===== src/rtl/onoe_pkg.sv =====
package onoe_pkg;

    // Transmit event codes; values 6 and 7 are ignored
    typedef enum logic [2:0] {
        OP_RTS_FAIL   = 3'd0,
        OP_DATA_FAIL  = 3'd1,
        OP_RTS_FINAL  = 3'd2,
        OP_DATA_FINAL = 3'd3,
        OP_DATA_OK    = 3'd4,
        OP_GET_RATE   = 3'd5
    } opcode_t;

    // APB register map, one 32-bit word per register
    localparam int APB_ADDR_WIDTH = 4;
    localparam logic [1:0] REG_UPDATE_PERIOD  = 2'd0;
    localparam logic [1:0] REG_CREDIT_PERCENT = 2'd1;
    localparam logic [1:0] REG_RAISE_CREDITS  = 2'd2;
    localparam logic [1:0] REG_RATE_COUNT     = 2'd3;

    // Register reset values
    localparam logic [31:0] UPDATE_PERIOD_RST  = 32'd1000;
    localparam logic [6:0]  CREDIT_PERCENT_RST = 7'd10;
    localparam logic [7:0]  RAISE_CREDITS_RST  = 8'd10;
    localparam logic [4:0]  RATE_COUNT_RST     = 5'd8;

    // Decision constants
    localparam int          ENOUGH_SAMPLES = 10;
    localparam int          PERCENT_SCALE  = 100;
    localparam logic [4:0]  RATE_TABLE_MAX = 5'd16;
    localparam logic [7:0]  SAT8_MAX       = 8'hFF;

    // Long retry thresholds for the answer backoff
    localparam logic [7:0]  BACKOFF_STEP1 = 8'd4;
    localparam logic [7:0]  BACKOFF_STEP2 = 8'd6;
    localparam logic [7:0]  BACKOFF_STEP3 = 8'd8;

    typedef struct packed {
        logic [31:0] update_period;
        logic [6:0]  credit_percent;
        logic [7:0]  raise_credits;
        logic [4:0]  rate_count;
    } cfg_t;

    typedef struct packed {
        logic [3:0] base_rate;
        logic [7:0] credit_count;
    } decision_t;

endpackage


===== src/rtl/onoe_evt_if.sv =====
interface onoe_evt_if #(
    parameter int TIME_WIDTH = 32
);
    logic                  valid;
    logic                  ready;
    logic [2:0]            opcode;
    logic [TIME_WIDTH-1:0] now_time;

    modport source (output valid, output opcode, output now_time, input ready);
    modport sink   (input valid, input opcode, input now_time, output ready);
endinterface


===== src/rtl/onoe_rsp_if.sv =====
interface onoe_rsp_if;
    logic       valid;
    logic       ready;
    logic [3:0] rate_index;

    modport source (output valid, output rate_index, input ready);
    modport sink   (input valid, input rate_index, output ready);
endinterface


===== src/rtl/onoe_rate_adaptation.sv =====
// Channel   Dir   Word fields            Handshake
// evt       in    opcode, now_time       valid/ready
// rsp       out   rate_index             valid/ready
// apb       cfg   paddr, pwdata, prdata  psel/penable, pready tied high
//
// One event word is accepted per cycle unless a rate request waits. Each word
// is registered, then all counter updates and the period decision run
// combinationally into the state and the result register. Only a rate request
// waits while the sink holds the result register; later words stall behind it.
// Reset is asynchronous, active low, and restores all counters, the rate and
// the register defaults at once.
module onoe_rate_adaptation #(
    parameter int TIME_WIDTH  = 32,
    parameter int COUNT_WIDTH = 16
) (
    input  logic                                clk,
    input  logic                                rst_n,
    onoe_evt_if.sink                            evt,
    onoe_rsp_if.source                          rsp,
    input  logic                                psel,
    input  logic                                penable,
    input  logic                                pwrite,
    input  logic [onoe_pkg::APB_ADDR_WIDTH-1:0] paddr,
    input  logic [31:0]                         pwdata,
    output logic [31:0]                         prdata,
    output logic                                pready
);

    localparam logic [COUNT_WIDTH-1:0] CNT_MAX = {COUNT_WIDTH{1'b1}};
    localparam int                     FW      = COUNT_WIDTH + 2;

    onoe_pkg::cfg_t      cfg;
    onoe_pkg::decision_t dec;

    // input stage
    logic                  s1_valid_reg;
    logic [2:0]            s1_op_reg;
    logic [TIME_WIDTH-1:0] s1_time_reg;

    // block state
    logic [7:0]             short_retries_reg;
    logic [7:0]             long_retries_reg;
    logic [COUNT_WIDTH-1:0] ok_count_reg;
    logic [COUNT_WIDTH-1:0] err_count_reg;
    logic [COUNT_WIDTH-1:0] retry_total_reg;
    logic [7:0]             credit_count_reg;
    logic [3:0]             base_rate_reg;
    logic [TIME_WIDTH-1:0]  next_update_time_reg;

    // result stage
    logic       out_valid_reg;
    logic [3:0] rate_index_reg;

    logic                   s1_is_get;
    logic                   out_free;
    logic                   s1_adv;
    logic                   period_due;
    logic [FW-1:0]          fold_sum;
    logic [COUNT_WIDTH-1:0] retry_fold;
    logic [3:0]             base_eff;
    logic [1:0]             back;
    logic [3:0]             rate_next;

    onoe_apb_regs u_regs (
        .clk     (clk),
        .rst_n   (rst_n),
        .psel    (psel),
        .penable (penable),
        .pwrite  (pwrite),
        .paddr   (paddr),
        .pwdata  (pwdata),
        .prdata  (prdata),
        .pready  (pready),
        .cfg     (cfg)
    );

    onoe_decide #(
        .COUNT_WIDTH (COUNT_WIDTH)
    ) u_decide (
        .ok_count     (ok_count_reg),
        .err_count    (err_count_reg),
        .retry_total  (retry_total_reg),
        .credit_count (credit_count_reg),
        .base_rate    (base_rate_reg),
        .cfg          (cfg),
        .dec          (dec)
    );

    // flow control: only a rate request needs the result register
    assign s1_is_get  = s1_valid_reg && (s1_op_reg == onoe_pkg::OP_GET_RATE);
    assign out_free   = !out_valid_reg || rsp.ready;
    assign s1_adv     = s1_valid_reg && (!s1_is_get || out_free);
    assign evt.ready  = !s1_valid_reg || s1_adv;
    assign rsp.valid  = out_valid_reg;
    assign rsp.rate_index = rate_index_reg;

    assign period_due = s1_time_reg > next_update_time_reg;

    // fold frame retries into the period total, saturating
    assign fold_sum   = FW'(retry_total_reg) + FW'(short_retries_reg) + FW'(long_retries_reg);
    assign retry_fold = (|fold_sum[FW-1:COUNT_WIDTH]) ? CNT_MAX : fold_sum[COUNT_WIDTH-1:0];

    // answer: base rate backed off by long retries
    assign base_eff = period_due ? dec.base_rate : base_rate_reg;

    always_comb
    begin
        if (long_retries_reg < onoe_pkg::BACKOFF_STEP1)
            back = 2'd0;
        else if (long_retries_reg < onoe_pkg::BACKOFF_STEP2)
            back = 2'd1;
        else if (long_retries_reg < onoe_pkg::BACKOFF_STEP3)
            back = 2'd2;
        else
            back = 2'd3;
    end

    assign rate_next = (base_eff >= {2'd0, back}) ? base_eff - {2'd0, back} : 4'd0;

    // input register
    always_ff @(posedge clk or negedge rst_n)
    begin
        if (!rst_n)
            s1_valid_reg <= 1'b0;
        else if (evt.ready)
            s1_valid_reg <= evt.valid;
    end

    always_ff @(posedge clk)
    begin
        if (evt.valid && evt.ready)
        begin
            s1_op_reg   <= evt.opcode;
            s1_time_reg <= evt.now_time;
        end
    end

    // counter and rate state
    always_ff @(posedge clk or negedge rst_n)
    begin
        if (!rst_n)
        begin
            short_retries_reg    <= 8'd0;
            long_retries_reg     <= 8'd0;
            ok_count_reg         <= '0;
            err_count_reg        <= '0;
            retry_total_reg      <= '0;
            credit_count_reg     <= 8'd0;
            base_rate_reg        <= 4'd0;
            next_update_time_reg <= TIME_WIDTH'(onoe_pkg::UPDATE_PERIOD_RST);
        end
        else if (s1_adv)
        begin
            case (s1_op_reg) inside
                onoe_pkg::OP_RTS_FAIL:
                begin
                    if (short_retries_reg != onoe_pkg::SAT8_MAX)
                        short_retries_reg <= short_retries_reg + 8'd1;
                end
                onoe_pkg::OP_DATA_FAIL:
                begin
                    if (long_retries_reg != onoe_pkg::SAT8_MAX)
                        long_retries_reg <= long_retries_reg + 8'd1;
                end
                onoe_pkg::OP_RTS_FINAL, onoe_pkg::OP_DATA_FINAL:
                begin
                    retry_total_reg   <= retry_fold;
                    short_retries_reg <= 8'd0;
                    long_retries_reg  <= 8'd0;
                    if (err_count_reg != CNT_MAX)
                        err_count_reg <= err_count_reg + COUNT_WIDTH'(1);
                end
                onoe_pkg::OP_DATA_OK:
                begin
                    retry_total_reg   <= retry_fold;
                    short_retries_reg <= 8'd0;
                    long_retries_reg  <= 8'd0;
                    if (ok_count_reg != CNT_MAX)
                        ok_count_reg <= ok_count_reg + COUNT_WIDTH'(1);
                end
                onoe_pkg::OP_GET_RATE:
                begin
                    if (period_due)
                    begin
                        base_rate_reg        <= dec.base_rate;
                        credit_count_reg     <= dec.credit_count;
                        ok_count_reg         <= '0;
                        err_count_reg        <= '0;
                        retry_total_reg      <= '0;
                        next_update_time_reg <= s1_time_reg +
                                                TIME_WIDTH'(cfg.update_period);
                    end
                end
                default: ;
            endcase
        end
    end

    // result register
    always_ff @(posedge clk or negedge rst_n)
    begin
        if (!rst_n)
            out_valid_reg <= 1'b0;
        else if (out_free)
            out_valid_reg <= s1_adv && s1_is_get;
    end

    always_ff @(posedge clk)
    begin
        if (out_free && s1_adv && s1_is_get)
            rate_index_reg <= rate_next;
    end

endmodule


===== src/rtl/onoe_apb_regs.sv =====
module onoe_apb_regs (
    input  logic                                clk,
    input  logic                                rst_n,
    input  logic                                psel,
    input  logic                                penable,
    input  logic                                pwrite,
    input  logic [onoe_pkg::APB_ADDR_WIDTH-1:0] paddr,
    input  logic [31:0]                         pwdata,
    output logic [31:0]                         prdata,
    output logic                                pready,
    output onoe_pkg::cfg_t                      cfg
);

    onoe_pkg::cfg_t cfg_reg;
    logic           wr_en;
    logic [1:0]     reg_idx;

    assign pready  = 1'b1;
    assign wr_en   = psel && penable && pwrite;
    assign reg_idx = paddr[onoe_pkg::APB_ADDR_WIDTH-1:2];
    assign cfg     = cfg_reg;

    // register writes
    always_ff @(posedge clk or negedge rst_n)
    begin
        if (!rst_n)
        begin
            cfg_reg.update_period  <= onoe_pkg::UPDATE_PERIOD_RST;
            cfg_reg.credit_percent <= onoe_pkg::CREDIT_PERCENT_RST;
            cfg_reg.raise_credits  <= onoe_pkg::RAISE_CREDITS_RST;
            cfg_reg.rate_count     <= onoe_pkg::RATE_COUNT_RST;
        end
        else if (wr_en)
        begin
            unique case (reg_idx)
                onoe_pkg::REG_UPDATE_PERIOD:  cfg_reg.update_period  <= pwdata;
                onoe_pkg::REG_CREDIT_PERCENT: cfg_reg.credit_percent <= pwdata[6:0];
                onoe_pkg::REG_RAISE_CREDITS:  cfg_reg.raise_credits  <= pwdata[7:0];
                onoe_pkg::REG_RATE_COUNT:     cfg_reg.rate_count     <= pwdata[4:0];
                default: ;
            endcase
        end
    end

    // read mux
    always_comb
    begin
        unique case (reg_idx)
            onoe_pkg::REG_UPDATE_PERIOD:  prdata = cfg_reg.update_period;
            onoe_pkg::REG_CREDIT_PERCENT: prdata = {25'd0, cfg_reg.credit_percent};
            onoe_pkg::REG_RAISE_CREDITS:  prdata = {24'd0, cfg_reg.raise_credits};
            onoe_pkg::REG_RATE_COUNT:     prdata = {27'd0, cfg_reg.rate_count};
            default:                      prdata = 32'd0;
        endcase
    end

endmodule


===== src/rtl/onoe_decide.sv =====
module onoe_decide #(
    parameter int COUNT_WIDTH = 16
) (
    input  logic [COUNT_WIDTH-1:0] ok_count,
    input  logic [COUNT_WIDTH-1:0] err_count,
    input  logic [COUNT_WIDTH-1:0] retry_total,
    input  logic [7:0]             credit_count,
    input  logic [3:0]             base_rate,
    input  onoe_pkg::cfg_t         cfg,
    output onoe_pkg::decision_t    dec
);

    localparam int PW = COUNT_WIDTH + 8;

    logic [COUNT_WIDTH:0] sample_sum;
    logic [COUNT_WIDTH:0] retry_inc;
    logic [PW-1:0]        retry_scaled;
    logic [PW-1:0]        ok_scaled;
    logic                 enough;
    logic                 few_retries;
    logic                 go_up;
    logic                 go_down;
    logic [4:0]           len;
    logic [7:0]           credit_inc;
    logic [3:0]           raised;
    logic [3:0]           nrate;
    logic [7:0]           ncredit;

    // sample count and the retry ratio test:
    // retry < ok*pct/100  <=>  100*(retry+1) <= ok*pct
    assign sample_sum   = {1'b0, ok_count} + {1'b0, err_count};
    assign enough       = sample_sum >= (COUNT_WIDTH+1)'(onoe_pkg::ENOUGH_SAMPLES);
    assign retry_inc    = {1'b0, retry_total} + (COUNT_WIDTH+1)'(1);
    assign retry_scaled = PW'(retry_inc) * PW'(onoe_pkg::PERCENT_SCALE);
    assign ok_scaled    = PW'(ok_count) * PW'(cfg.credit_percent);
    assign few_retries  = retry_scaled <= ok_scaled;

    assign go_up   = enough && (err_count == '0) && few_retries;
    assign go_down = ((err_count != '0) && (ok_count == '0)) ||
                     (enough && (ok_count < retry_total));

    // usable table length, clamped to 1..16
    always_comb
    begin
        if (cfg.rate_count == 5'd0)
            len = 5'd1;
        else if (cfg.rate_count > onoe_pkg::RATE_TABLE_MAX)
            len = onoe_pkg::RATE_TABLE_MAX;
        else
            len = cfg.rate_count;
    end

    assign credit_inc = (credit_count == onoe_pkg::SAT8_MAX) ? credit_count
                                                             : credit_count + 8'd1;
    assign raised     = (({1'b0, base_rate} + 5'd2) < len) ? base_rate + 4'd1
                                                           : 4'(len - 5'd1);

    // step decision
    always_comb
    begin
        nrate   = base_rate;
        ncredit = credit_count;
        if (go_up)
        begin
            ncredit = credit_inc;
            if (credit_inc >= cfg.raise_credits)
            begin
                nrate   = raised;
                ncredit = 8'd0;
            end
        end
        else if (go_down)
        begin
            nrate   = (base_rate == 4'd0) ? 4'd0 : base_rate - 4'd1;
            ncredit = 8'd0;
        end
        else if (enough && (credit_count != 8'd0))
        begin
            ncredit = credit_count - 8'd1;
        end
        // any rate change restarts the credit run
        if (nrate != base_rate)
            ncredit = 8'd0;
    end

    assign dec.base_rate    = nrate;
    assign dec.credit_count = ncredit;

endmodule


===== src/flat_wrapper.sv =====
// flat-port wrapper written by rule: the top's interface ports become plain ports
module onoe_rate_adaptation_flat 
#(
    parameter int TIME_WIDTH  = 32,
    parameter int COUNT_WIDTH = 16
)
  (clk, rst_n, psel, penable, pwrite, paddr, pwdata, prdata, pready, evt_valid, evt_opcode, evt_now_time, evt_ready, rsp_valid, rsp_rate_index, rsp_ready);
  onoe_evt_if #(.TIME_WIDTH(TIME_WIDTH)) evt_i ();
  onoe_rsp_if rsp_i ();
  input  logic clk;
  input  logic rst_n;
  input  logic psel;
  input  logic penable;
  input  logic pwrite;
  input  logic [onoe_pkg::APB_ADDR_WIDTH-1:0] paddr;
  input  logic [31:0] pwdata;
  output logic [31:0] prdata;
  output logic pready;
  input wire logic [$bits(evt_i.valid)-1:0] evt_valid;
  input wire logic [$bits(evt_i.opcode)-1:0] evt_opcode;
  input wire logic [$bits(evt_i.now_time)-1:0] evt_now_time;
  output wire logic [$bits(evt_i.ready)-1:0] evt_ready;
  output wire logic [$bits(rsp_i.valid)-1:0] rsp_valid;
  output wire logic [$bits(rsp_i.rate_index)-1:0] rsp_rate_index;
  input wire logic [$bits(rsp_i.ready)-1:0] rsp_ready;
  assign evt_i.valid = evt_valid;
  assign evt_i.opcode = evt_opcode;
  assign evt_i.now_time = evt_now_time;
  assign evt_ready = evt_i.ready;
  assign rsp_valid = rsp_i.valid;
  assign rsp_rate_index = rsp_i.rate_index;
  assign rsp_i.ready = rsp_ready;
  onoe_rate_adaptation #(.TIME_WIDTH(TIME_WIDTH), .COUNT_WIDTH(COUNT_WIDTH)) u_core (.clk(clk), .rst_n(rst_n), .evt(evt_i), .rsp(rsp_i), .psel(psel), .penable(penable), .pwrite(pwrite), .paddr(paddr), .pwdata(pwdata), .prdata(prdata), .pready(pready));
endmodule

===== config.mk =====
export PLATFORM = sky130hd
export DESIGN_NAME = onoe_rate_adaptation_flat
export DESIGN_NICKNAME = d
export VERILOG_FILES = /design/src/rtl/onoe_pkg.sv /design/src/rtl/onoe_evt_if.sv /design/src/rtl/onoe_rsp_if.sv /design/src/rtl/onoe_rate_adaptation.sv /design/src/rtl/onoe_apb_regs.sv /design/src/rtl/onoe_decide.sv /design/src/flat_wrapper.sv
export SDC_FILE = /design/constraint.sdc
export NUM_CORES = 1
export LEC_CHECK = 0
export BUFFER_PORTS_ARGS = -buffer_cell sky130_fd_sc_hd__buf_2
export CORE_ASPECT_RATIO = 1.25
export CORE_MARGIN = 3
export CORE_UTILIZATION = 34
export CTS_CLUSTER_SIZE = 28
export DETAILED_ROUTE_END_ITERATION = 10
export HOLD_SLACK_MARGIN = 0.02
export SYNTH_ARGS = -nofsm -noshare
export SYNTH_HDL_FRONTEND = slang
export SYNTH_SLANG_ARGS = --single-unit

===== constraint.sdc =====
create_clock -name clk -period 7.8 [get_ports clk]
set_input_delay 0.39 -clock clk [delete_from_list [all_inputs] [get_ports clk]]
set_output_delay 0.39 -clock clk [all_outputs]
set_load 0.02 [all_outputs]

# Word-level counts from Yosys, hierarchy flattened
# Index checks and enable logic that the tools add are counted.
dict set report totals {
  ff_bits 201
  latch_bits 0
  ram_bits 0
  romBits 0
  in_bits 78
  out_inout_bits 39
  word_cells 156
  mem_count 0
}
dict set report op_classes {
  addsub 16
  multipliers 2
  div_mod_pow 0
  n_lt_le_gt_ge 11
  eq_ne 20
  shift 0
  mux 35
  bitwise 4
  n_reduce_logical 51
}
# cell n
set op_table {}
lappend op_table {{$mux W16} 10}
lappend op_table {{$pmux W32 S4} 1}
lappend op_table {{$mux W8} 13}
lappend op_table {{$add A16 B1 Y16 const B} 2}
lappend op_table {{$add A32 B32 Y32} 1}
lappend op_table {{$gt A32 B32 Y1} 1}
lappend op_table {{$logic_not A16 Y1} 2}
lappend op_table {{$ne A16 B16 Y1 const B} 2}
lappend op_table {{$add A8 B1 Y8 const B} 3}
lappend op_table {{$le A24 B23 Y1} 1}
lappend op_table {{$mux W4} 6}
lappend op_table {{$mul A16 B7 Y23} 1}
lappend op_table {{$mul A17 B5 Y22 const B} 1}
lappend op_table {{$reduce_and A7 Y1} 3}
lappend op_table {{$add A18 B8 Y18} 1}
lappend op_table {{$add A16 B1 Y17 const B} 1}
lappend op_table {{$add A16 B16 Y17} 1}
lappend op_table {{$add A16 B8 Y17} 1}
lappend op_table {{$ge A17 B4 Y1 const B} 1}
lappend op_table {{$lt A16 B16 Y1} 1}
lappend op_table {{$lt A8 B3 Y1 const B} 2}
lappend op_table {{$ne A8 B8 Y1 const B} 2}
lappend op_table {{$reduce_bool A16 Y1} 1}
lappend op_table {{$logic_and A1 B1 Y1} 13}
lappend op_table {{other kinds (39)} 68}

# Depth between registers and ports, before layout
# Gate-level depths: netlist of the first run.
dict set report depth {
  ltp_word 10
  depth_mapped 37
  mapped_depth_nobuf 37
}

# Hierarchy
# From an unflattened synthesis of the first run, not the netlist that was laid out.
dict set report hier_totals {
  cells_unflattened 2160
  area_unflattened_um2 19655.1
}
# mod instances cells_per_inst area_per_inst_um2 seq_area_each_um2
set modules_own_cells {}
lappend modules_own_cells {onoe_rate_adaptation 1 963 9157.5 3931.3}
lappend modules_own_cells {onoe_decide 1 1037 8162.8 0.0}
lappend modules_own_cells {onoe_apb_regs 1 160 2334.7 1315.0}

# Worst setup path after synthesis of the first run
# No wires, ideal clock.
dict set report synth_timing {
  path_kind {reg2reg}
  from {register u_core.u_regs.cfg_reg, in the netlist u_core.u_regs.cfg[16]}
  to {register u_core.rate_index_reg[1] (netlist: u_core.rsp.rate_index[1]), data pin}
  setup_time_ns 0.259
  arrival_time_ns 7.754
  required_time_ns 7.541
  path_slack_ns -0.213
  stages_incl_launch_ff 36
  path_buffers 2
  period_less_slack_ns 8.013
  cell_sequence {dfstp_2 > clkbuf_1 > nand2_1 > fa_1 > fa_1 > inv_1 > fa_1 > inv_1 > fa_1 > inv_1 > ha_1 > a211oi_1 > o31ai_1 > o211ai_1 > nor2b_1 > o21ai_0 > nand2b_1 > a21oi_1 > xor2_1 > ha_1 > a21o_1 > a21o_1 > a21oi_1 > o21ai_0 > nand2b_1 > nand4_1 > a2bb2oi_1 > a31o_2 > clkbuf_1 > a21oi_1 > a21oi_1 > ha_1 > inv_1 > fa_1 > or3_4 > o31a_1}
}
dict set report synth_via {
  elab_chain_len 6
  elab_cells_between_ends 7
  cone_classes {add/sub (1); mul (1); order compare (2); mux (2); reduce/logical (1)}
}
# item line_no
set synth_lines {}
lappend synth_lines {{from (decl)} onoe_apb_regs.sv:14} ;# onoe_pkg::cfg_t cfg_reg;
lappend synth_lines {{$mul A16 B7 Y23 *} onoe_decide.sv:35} ;# assign ok_scaled = PW'(ok_count) * PW'(cfg.credit_percent);
lappend synth_lines {{$le A24 B23 Y1 *} onoe_decide.sv:36} ;# assign few_retries = retry_scaled <= ok_scaled;
lappend synth_lines {{$logic_and A1 B1 Y1 *} onoe_decide.sv:38} ;# assign go_up = enough && (err_count == '0) && few_retries;
lappend synth_lines {{$mux W4 *} onoe_decide.sv:63} ;# if (go_up)
lappend synth_lines {{$mux W4 *} n/a}
lappend synth_lines {{$sub A4 B2 Y4 / $ge A4 B2 Y1 (equally long branches)} onoe_rate_adaptation.sv:118} ;# assign rate_next = (base_eff >= {2'd0, back}) ? base_eff - {2'd0, back} : 4'd0;
lappend synth_lines {{to (signal assigned)} onoe_rate_adaptation.sv:211} ;# rate_index_reg <= rate_next;
lappend synth_lines {{to (decl)} onoe_rate_adaptation.sv:52} ;# logic [3:0] rate_index_reg;
# Mark *: on every way between the ends. The rest lies on a longest branch, timed or not.
# A chain may end at the register's enable or synchronous reset.

# Final worst setup path of the first run
dict set report layout_timing {
  from {register u_core.u_regs.cfg_reg, in the netlist u_core.u_regs.cfg[14]}
  to {register u_core.rate_index_reg[1] (netlist: u_core.rsp.rate_index[1]), data pin}
}
# The elaborated chain is that of the path after synthesis.

==> impl_metrics.toml, run 1 <==
[cells_and_area]
stdcell_count = 3194
syn_to_final_growth_pct = 18.8
largest_reg_flops = 52
fin_nets = 2847
antenna_cells = 0
drive_above_1_share_pct = 18.2
finalCoreUtilization_pct = 40.9
finalInstanceArea_mm2 = 0.0234

[yosys]
ys_ff_latch = 201
avgSynthCellArea_um2 = 9.01
yosysSeqAreaShare_pct = 26.6
synth-edff-count = 39
synth_area_leader_cell = "dfrtp_1"
ys_warn_count = 0
synthTopCellsByArea = "dfrtp_1, ha_1, fa_1, edfxtp_1, xnor2_1"
synth_cells = 2185
synth_ff_type = "dfrtp_1"
synth_top_area_share_pct = 18.4
synth_common_cells = "ha_1, inv_1, nand2_1"
synth_most_common_cell = "ha_1"
syn-cell-area_mm2 = 0.0197
synth_nets = 2605
yosysUniqueCellTypes = 90
synthArstFlopShare_pct = 80.6

[setup_path]
slowest_delay_ns = 0.56
cp_num_buf_inv = 5
critPathSlowestCell = "dfstp_2"
crit_family = "adder cells"
critPathLaunch = "u_core.u_regs.cfg[14]"
r2r-start = "u_core.u_regs.cfg[14]"
crit_type = "reg2reg"
worstPathMaxFanout = 6
worst_ep_arrival_time_ns = 8.15
r2r_slack_ns = -0.07
crit_path_frequent_cell = "fa_1"
critPathRequiredTime_ns = 8.08
endpoint_kind = "flip-flop"
start_kind = "flip-flop"

[floorplan]
core_mm2 = 0.0573
ioPinCount = 117
die_area_mm2 = 0.0609
die_w_um = 221
rows = 98
die_h_um = 275
start_util_pct = 34.4

[clock_network]
insertion_delay_ns = 0.54
cts.clk_slew.worst_paths_ns = 0.06
root_buffer = "clkbuf_16"
clock_sinks = 201
cts_max_path_buffers = 3
ctsHtreeMaxLevel = 1
numCtsBuffers = 23
cts_tree = "built"

[grt]
overflow = 0
first_global_vias = 17200
antenna_found_initial = 0
track_usage_pct = 17.3
grt_max_degree = 101
grt_pass1_wl_mm = 86.9

[routing]
vias = 16600
ant_nets = 0
routed_wl_mm = 53.8
wl_per_cell_um = 16.8
routed_via_density = 5.21
drt_drc_violations_left = 0
drt_iter0_drc = 830
drt_pass1_iterations = 5

[sta]
final.min_clock_period_ns = 7.87
finalHoldViolCount = 0
rsz0062_at_grt = "yes"
fin_worst_skew_ns = 0.0212
tightest_slew_ns = 1.15
slew_violations = 0
finalCritPeriodShare_pct = 101
fin_ws_ns = -0.0716
relSlewSlack_pct = 22.7
fmax_ghz = 0.127
setup_viol = 1

[worst_hold_path]
worstHoldPathType = "in2reg"
hold_path_startpoint = "evt_now_time[29]"

[placed_design]
dp_hpwl_mm = 42.7
io_buffers = 113
dp.cells = 3107
routabilityCongestion = 0.889
placed_area_mm2 = 0.0219

[flow_run]
maxCapViolations = 0

[power]
p_leak_nw = 11.2
ir_worst_vdd_uv = 300
p_per_area_mw_per_mm2 = 426
total_power_w = 0.00997

[status]
outcome = "finished, violations left"
violations = "negative setup slack"
[logic make-up after synthesis]
group           count (synthesis)  share of synthesized area, %
simple gates                  715                          18.3
compound gates                451                          14.9
fa+ha+maj                     343                          25.1
buf+inv                       279                          5.43
flops                         201                          26.6
xor+xnor                      133                          5.91
mux                            62                          3.77
other cells                     1                        0.0190
[through the flow]
stage / hold WS, ns / TNS [ns] / worst slack, ns
global placement: 0.464 / -0.579 / -0.242
floorplan: 0.0944 / 0 / 0.0322
finish: 0.0440 / -0.0716 / -0.0716
CTS: 0.0211 / 0 / 0.00140
detailed placement: 0.474 / -1.10 / -0.359
global route: 0.0235 / -0.944 / -0.352
[per-layer routing]
layer  vias up  wire length (µm)  global-route usage, %
li1       8132                 -                      -
met1      8083             21600                   19.1
met2       312             28900                   34.5
met3       104              1410                   1.29
met4         0              1950                   6.00
met5         -                 0                      0
[worst paths after layout]
kind	to	cells after the start
min in group asynchronous	u_core.next_update_time_reg[2]	2
hold reg to reg	u_core.next_update_time_reg[8]	2
hold / removal	u_core.s1_time_reg[29]	1
setup reg to reg	u_core.rsp.rate_index[1]	33
max in group asynchronous	u_core.retry_total_reg[13]	3
setup / recovery	u_core.rsp.rate_index[1]	33
[cell usage in the layout (no fill, tap or decap), types with 8 or more instances in the layout]
cell type / synthesis / layout
o21ai_0: 113 / 105
a31oi_1: 18 / 15
buf_6: 2 / 8
inv_1: 204 / 196
nor2b_1: 26 / 26
or2_2: 9 / 9
fa_1: 86 / 84
buf_4: 1 / 141
o21a_1: 23 / 23
nand2b_1: 16 / 16
o31ai_1: 10 / 8
mux2i_1: 10 / 10
ha_1: 256 / 249
o21bai_1: 14 / 14
a21oi_1: 99 / 88
xor2_1: 44 / 44
mux2_2: 46 / 46
o21ai_1: 8 / 14
nand3_1: 59 / 58
or3_1: 21 / 21
dfstp_2: 17 / 17
xnor2_1: 89 / 87
dfrtp_1: 145 / 145
nor2_1: 151 / 150
and2_1: 108 / 102
buf_2: 2 / 112
nor3_1: 42 / 38
nor4_1: 12 / 12
o211ai_1: 15 / 15
nand4_1: 42 / 42
nand2_1: 175 / 172
a21oi_2: 0 / 10
clkbuf_16: 0 / 23
and3_1: 22 / 21
edfxtp_1: 39 / 39
a22oi_1: 9 / 9
a211oi_1: 14 / 13
dlygate4sd3_1: 0 / 31
a21o_1: 58 / 58
[report_power, final]
group          switching, W  total [W]  leakage, nW  internal, W
combinational       0.00386    0.00733         8.42      0.00346
clock              0.000458    0.00108        0.358     0.000627
sequential         0.000228    0.00156         2.40      0.00134
[area by class of cell]
type | count | area, µm²
inverter | 204 | 768
sequential | 201 | 5250
clock buffer | 28 | 614
clock inverter | 14 | 126
multi-input combinational | 1705 | 13700
tap | 750 | 938
timing repair buffer | 292 | 2020
fill | 5615 | 33900
[timing repair]
action | 4_1_cts | 5_1_grt
resized for setup | 26 | 54
pin swaps | 25 | 53
endpoints found under the hold margin | 31 | 0
hold buffers | 31 | 0
endpoints found under the setup margin | 4 | 5
cloned | 0 | 0
buffers inserted | 8 | 8
[worst reg2reg max path, delay by kind of cell (launching register included)]
kind	cells	cell delay, ns
compound gates	11	1.76
xor+xnor	1	0.15
flops	1	0.56
fa+ha+maj	8	3.12
simple gates	8	1.47
buf+inv	5	0.55
Note: power is estimated with default switching activity, not from simulation.
==> run 2: changes to the inputs <==
--- a/config.mk
+++ b/config.mk
@@ -12,6 +12,8 @@
 export CTS_CLUSTER_SIZE = 28
 export DETAILED_ROUTE_END_ITERATION = 10
 export HOLD_SLACK_MARGIN = 0.02
+export REMOVE_ABC_BUFFERS = 1
 export SYNTH_ARGS = -nofsm -noshare
 export SYNTH_HDL_FRONTEND = slang
 export SYNTH_SLANG_ARGS = --single-unit
+export TNS_END_PERCENT = 5
==> run 2 against run 1 <==
  * The flow now finishes without violations
  * Critical path depth shrank 1
  * Wire length up 0.93%
  * Final area hardly changed
  * Flip-flop and latch count is the same
  * Core utilization about the same
  * Sequential share of layout area about the same
  * Register-to-register slack better by 0.08 ns
  * Clock skew increased by 0.0088 ns
  * Worst hold slack worse by 0.0085 ns
  * Clock power rose by 6%
  * Global-route usage rose by 0.37 points
  * Final cell count decreased by 0.22%
  * Largest cell class unchanged
  * Largest power group unchanged
==> impl_metrics.toml, run 2 (same netlist as run 1, synthesis figures left out) <==
[grt]
overflow = 0
gr-usage-met2_pct = 33.7
grt_max_degree = 59
met3_usage_pct = 1.92
grt_util_met1_pct = 20.4
first_global_vias = 17700
track_usage_pct = 17.6
antenna_found_initial = 0
gr-max-usage-layer = "met2"
grt_pass1_wl_mm = 89.0

[sta]
hold_slack_ns = 0.0355
fin_ws_ns = 0.00524
fmax_ghz = 0.128
relSlewSlack_pct = 12.8
fin_worst_skew_ns = 0.0300
slew_violations = 0
tightest_slew_ns = 1.30
finalHoldViolCount = 0
final.min_clock_period_ns = 7.79
tns_ns = 0
rsz0062_at_grt = "yes"
setup_viol = 0
finalCritPeriodShare_pct = 99.9

[floorplan]
die_h_um = 275
ioPinCount = 117
start_util_pct = 34.4
die_area_mm2 = 0.0609
die_w_um = 221
rows = 98
core_mm2 = 0.0573

[cells_and_area]
layout_commonest_cell = "ha_1"
finalInstanceArea_mm2 = 0.0234
largest_reg_flops = 52
drive_above_1_share_pct = 18.2
most-common-layout-cells = "ha_1, inv_1, nand2_1, nor2_1, dfrtp_1"
antenna_cells = 0
fin_nets = 2840
syn_to_final_growth_pct = 18.8

[clock_network]
root_buffer = "clkbuf_16"
ctsHtreeMaxLevel = 1
numCtsBuffers = 23
insertion_delay_ns = 0.55
cts_max_path_buffers = 3
cts_tree = "built"
cts.clk_slew.worst_paths_ns = 0.07
clock_sinks = 201

[power]
p_per_area_mw_per_mm2 = 427
ir_worst_vdd_uv = 386
total_power_w = 0.00998
p_leak_nw = 11.2

[setup_path]
slowest_delay_ns = 0.57
worst_ep_arrival_time_ns = 8.10
r2r_slack_ns = 0.005
endpoint_kind = "flip-flop"
crit_path_frequent_cell = "fa_1"
crit_type = "reg2reg"
critPathSlowestCell = "dfstp_2"
start_kind = "flip-flop"
critPathRequiredTime_ns = 8.10
worstPathMaxFanout = 6

[placed_design]
dp_hpwl_mm = 43.1
post-place-ws_ns = -0.465
routabilityCongestion = 0.898
placed_area_mm2 = 0.0219
io_buffers = 113

[routing]
routed_wl_mm = 54.3
routed_via_density = 5.24
wl_per_cell_um = 17.0
drt_iter0_drc = 796
vias = 16700
drt_drc_violations_left = 0
ant_nets = 0
drt_pass1_iterations = 5

[flow_run]
maxCapViolations = 0

[status]
outcome = "completed"

[worst_hold_path]
worstHoldPathType = "in2reg"
[run 2: cell count changes in the layout (fill, tap and decap cells not counted), moves of 3 or more]
| cell | before | now |
|---|---|---|
| a31oi_4 | 0 | 3 |
| clkinv_2 | 3 | 7 |
| dlygate4sd3_1 | 31 | 23 |
| clkinv_1 | 5 | 0 |
| inv_1 | 196 | 199 |
[run 2: cell type report]
class                      count  area [µm²]
fill                        5589       33900
multi-input combinational   1705       13700
sequential                   201        5250
timing repair buffer         285        1950
tap                          750         938
inverter                     204         766
clock buffer                  27         611
clock inverter                15         180
[run 2: critical path, delay by kind of cell, from the launching register on]
| kind | cells | cell delay [ns] |
|---|---|---|
| adders and majority gates | 8 | 3.21 |
| AOI/OAI and AO/OA | 11 | 1.89 |
| and+or+nand+nor | 8 | 1.36 |
| DFF | 1 | 0.57 |
| buffers and inverters | 4 | 0.38 |
| xor gates and xnor gates | 1 | 0.12 |
[run 2: final timing paths]
path                                                 start                               to  cells past startpoint
max                                  u_core.u_regs.cfg[14]         u_core.rsp.rate_index[1]                     32
min                                          evt_opcode[2]              u_core.s1_op_reg[2]                      1
max reg2reg                          u_core.u_regs.cfg[14]         u_core.rsp.rate_index[1]                     32
min reg2reg                u_core.next_update_time_reg[30]  u_core.next_update_time_reg[30]                      2
max in group asynchronous                            rst_n   u_core.next_update_time_reg[2]                      4
min in group asynchronous                            rst_n       u_core.credit_count_reg[6]                      2
[run 2: metal layers]
metal / routed length [µm] / vias up
li1: - / 8104
met4: 1840 / 0
met2: 28200 / 357
met5: 0 / -
met1: 22200 / 8127
met3: 2010 / 108
[run 2: through the flow]
step           cells  util, %
2_1_floorplan   2110        -
3_3_place_gp    3100     38.2
3_5_place_dp    3100     38.2
4_1_cts         3183     40.4
5_1_grt         3187     40.9
6_report        3187     40.9
[run 2: where the power goes]
part	total, W	internal (W)	switching, W
Sequential	0.00157	0.00134	0.000232
Combinational	0.00727	0.00341	0.00386
Clock	0.00115	0.000668	0.000481
[run 2: what timing repair did]
action                                  in CTS  in global routing
endpoints found under the hold margin       69                  0
gates resized for setup                     31                 45
buffers inserted                            19                  5
endpoints found under the setup margin       4                  9
pin swaps                                   20                 57
hold buffers                                23                  0
==> run 3: changes to the inputs <==
--- a/config.mk
+++ b/config.mk
@@ -5,7 +5,7 @@
 export SDC_FILE = /design/constraint.sdc
 export NUM_CORES = 1
 export LEC_CHECK = 0
-export BUFFER_PORTS_ARGS = -buffer_cell sky130_fd_sc_hd__buf_2
+export BUFFER_PORTS_ARGS = -buffer_cell sky130_fd_sc_hd__buf_4
 export CORE_ASPECT_RATIO = 1.25
 export CORE_MARGIN = 3
 export CORE_UTILIZATION = 34
==> run 3 against run 2 <==
  * The run now ends with negative setup slack left
  * Flip-flop and latch count is the same
  * Critical path depth fell by 2
  * Clock power is essentially flat
  * Final cell count increased by 0.47%
  * Maximum frequency is 0.46% lower
  * Setup slack worse by 0.036 ns
  * Count of clock-buffer cells in the layout increased by 2
  * Critical path type unchanged
  * Critical endpoint unchanged
  * Largest cell class unchanged
  * Highest routed layer unchanged
==> impl_metrics.toml, run 3 (same netlist as run 1, synthesis figures left out) <==
[setup_path]
start_kind = "flip-flop"
timing.rr.end = "u_core.rsp.rate_index[1]"
r2r_slack_ns = -0.03
r2r-start = "u_core.ok_count_reg[3]"
slowest_delay_ns = 0.58
critPathSlowestCell = "fa_2"
worstPathMaxFanout = 4
worst_ep_arrival_time_ns = 8.10
crit_type = "reg2reg"
reg2reg_depth = 30
endpoint_kind = "flip-flop"
critPathRequiredTime_ns = 8.07

[cells_and_area]
most-common-layout-cells = "buf_4, ha_1, inv_1, nand2_1, nor2_1"
layout_commonest_cell = "buf_4"
fin_nets = 2855
largest_reg_flops = 52
ff_latch_area_mm2 = 0.00525
multiInputGateArea_mm2 = 0.0136
finalInstanceArea_mm2 = 0.0237
finalCoreUtilization_pct = 41.4
syn_to_final_growth_pct = 20.5
drive_above_1_share_pct = 18.3
antenna_cells = 0
stdcell_count = 3202
nFillCells = 5579

[power]
p_int_w = 0.00540
p_per_area_mw_per_mm2 = 411
seq_power_share_pct = 16.1
p_leak_nw = 11.3
clockPowerShare_pct = 12.0
ir_worst_vdd_uv = 275
p_comb_share_pct = 71.8
switching_power_w = 0.00436
p_sw_share_pct = 44.6

[floorplan]
die_area_mm2 = 0.0609
die_w_um = 221
start_util_pct = 34.4
rows = 98
ioPinCount = 117
die_h_um = 275
core_mm2 = 0.0573

[grt]
first_global_vias = 17400
track_usage_pct = 17.5
grt_pass1_wl_mm = 88.5
overflow = 0
antenna_found_initial = 0
grt_max_degree = 78

[sta]
final.min_clock_period_ns = 7.83
fmax_ghz = 0.128
tightest_slew_ns = 1.22
finalCritPeriodShare_pct = 100
fin_ws_ns = -0.0308
fin_worst_skew_ns = 0.0275
slew_violations = 0
finalHoldViolCount = 0
rsz0062_at_grt = "yes"
relSlewSlack_pct = 17.8
setup_viol = 2

[routing]
drt_iter0_drc = 716
vias = 16700
ant_nets = 0
drt_drc_violations_left = 0
wl_per_cell_um = 16.9
routed_wl_mm = 54.2
routed_via_density = 5.23
drt_pass1_iterations = 5

[clock_network]
clock_sinks = 201
insertion_delay_ns = 0.54
numCtsBuffers = 23
cts.clk_slew.worst_paths_ns = 0.06
ctsHtreeMaxLevel = 1
root_buffer = "clkbuf_16"
cts_max_path_buffers = 3
cts_tree = "built"

[status]
violations = "negative setup slack"
outcome = "finished, violations left"

[placed_design]
placed_area_mm2 = 0.0222
routabilityCongestion = 0.933
io_buffers = 113
dp.cells = 3110
dp_hpwl_mm = 43.3

[flow_run]
maxCapViolations = 0

[worst_hold_path]
min_to = "u_core.s1_time_reg[5]"
holdPathStages = 1
worstHoldPathType = "in2reg"
hold_path_startpoint = "evt_now_time[5]"
run 3: worst max-delay path by stage:
stage	to	from	slack, ns	cells past startpoint
floorplan	u_core.rsp.rate_index[1]	u_core.u_regs.cfg[16]	0.17	33
detailed placement	u_core.rsp.rate_index[1]	u_core.u_regs.cfg[16]	-0.58	37
CTS	u_core.rsp.rate_index[1]	u_core.u_regs.cfg[14]	-0.07	35
global placement	u_core.rsp.rate_index[1]	u_core.u_regs.cfg[16]	-0.31	35
global route	u_core.rsp.rate_index[1]	u_core.u_regs.cfg[16]	-0.34	33
finish	u_core.rsp.rate_index[1]	u_core.ok_count_reg[3]	-0.03	30
run 3: power by group through the flow:
stage / Clock [W] / Combinational (W) / Sequential, W
4_1_cts: 0.00120 / 0.00687 / 0.00157
6_report: 0.00117 / 0.00701 / 0.00157
3_5_place_dp: 0 / 0.00654 / 0.00159
5_1_grt: 0.00124 / 0.00794 / 0.00161
2_1_floorplan: 0 / 0.00438 / 0.00158
3_3_place_gp: 0 / 0.00639 / 0.00158
run 3: cell type report:
class | instances | share of cell area (%)
multi-input cells | 1705 | 57.5
well taps | 750 | 3.95
clock inverters | 13 | 0.754
clock buffers | 29 | 2.65
inverters | 204 | 3.23
repair buffers | 300 | 9.84
flip-flops and latches | 201 | 22.1
run 3: timing repair:
item	4_1_cts	5_1_grt
hold buffers	23	0
buffers inserted	21	7
cloned	0	0
hold endpoints to repair	85	0
gates resized for setup	36	25
pin swaps	28	35
setup endpoints to repair	4	8
run 3: critical path: cells and delay by family (launching register included):
kind,cells,cell delay [ns]
AOI/OAI and AO/OA,13,2.53
xor gates and xnor gates,1,0.17
adders and majority gates,8,3.14
buffers and inverters,4,0.48
DFF,1,0.39
and+or+nand+nor,4,0.85
run 3: per-layer routing:
metal  track usage, %  part of all wire [%]  up-vias
met5                0                     0        -
met4             4.51                   2.3        0
met3             1.80                   3.6       71
met2             34.3                    53      358
met1             20.3                    41     8167
li1                 -                     -     8149
run 3: metrics by stage:
step | hold slack, ns | power, W | setup TNS (ns) | setup WS, ns
after floorplan | 0.0944 | 0.00596 | 0 | 0.171
after global placement | 0.461 | 0.00797 | -0.751 | -0.312
after detailed placement | 0.470 | 0.00813 | -1.73 | -0.582
after CTS | 0.0265 | 0.00964 | -0.0718 | -0.0718
after global routing | 0.0279 | 0.0108 | -1.74 | -0.339
final | 0.0455 | 0.00976 | -0.0374 | -0.0308
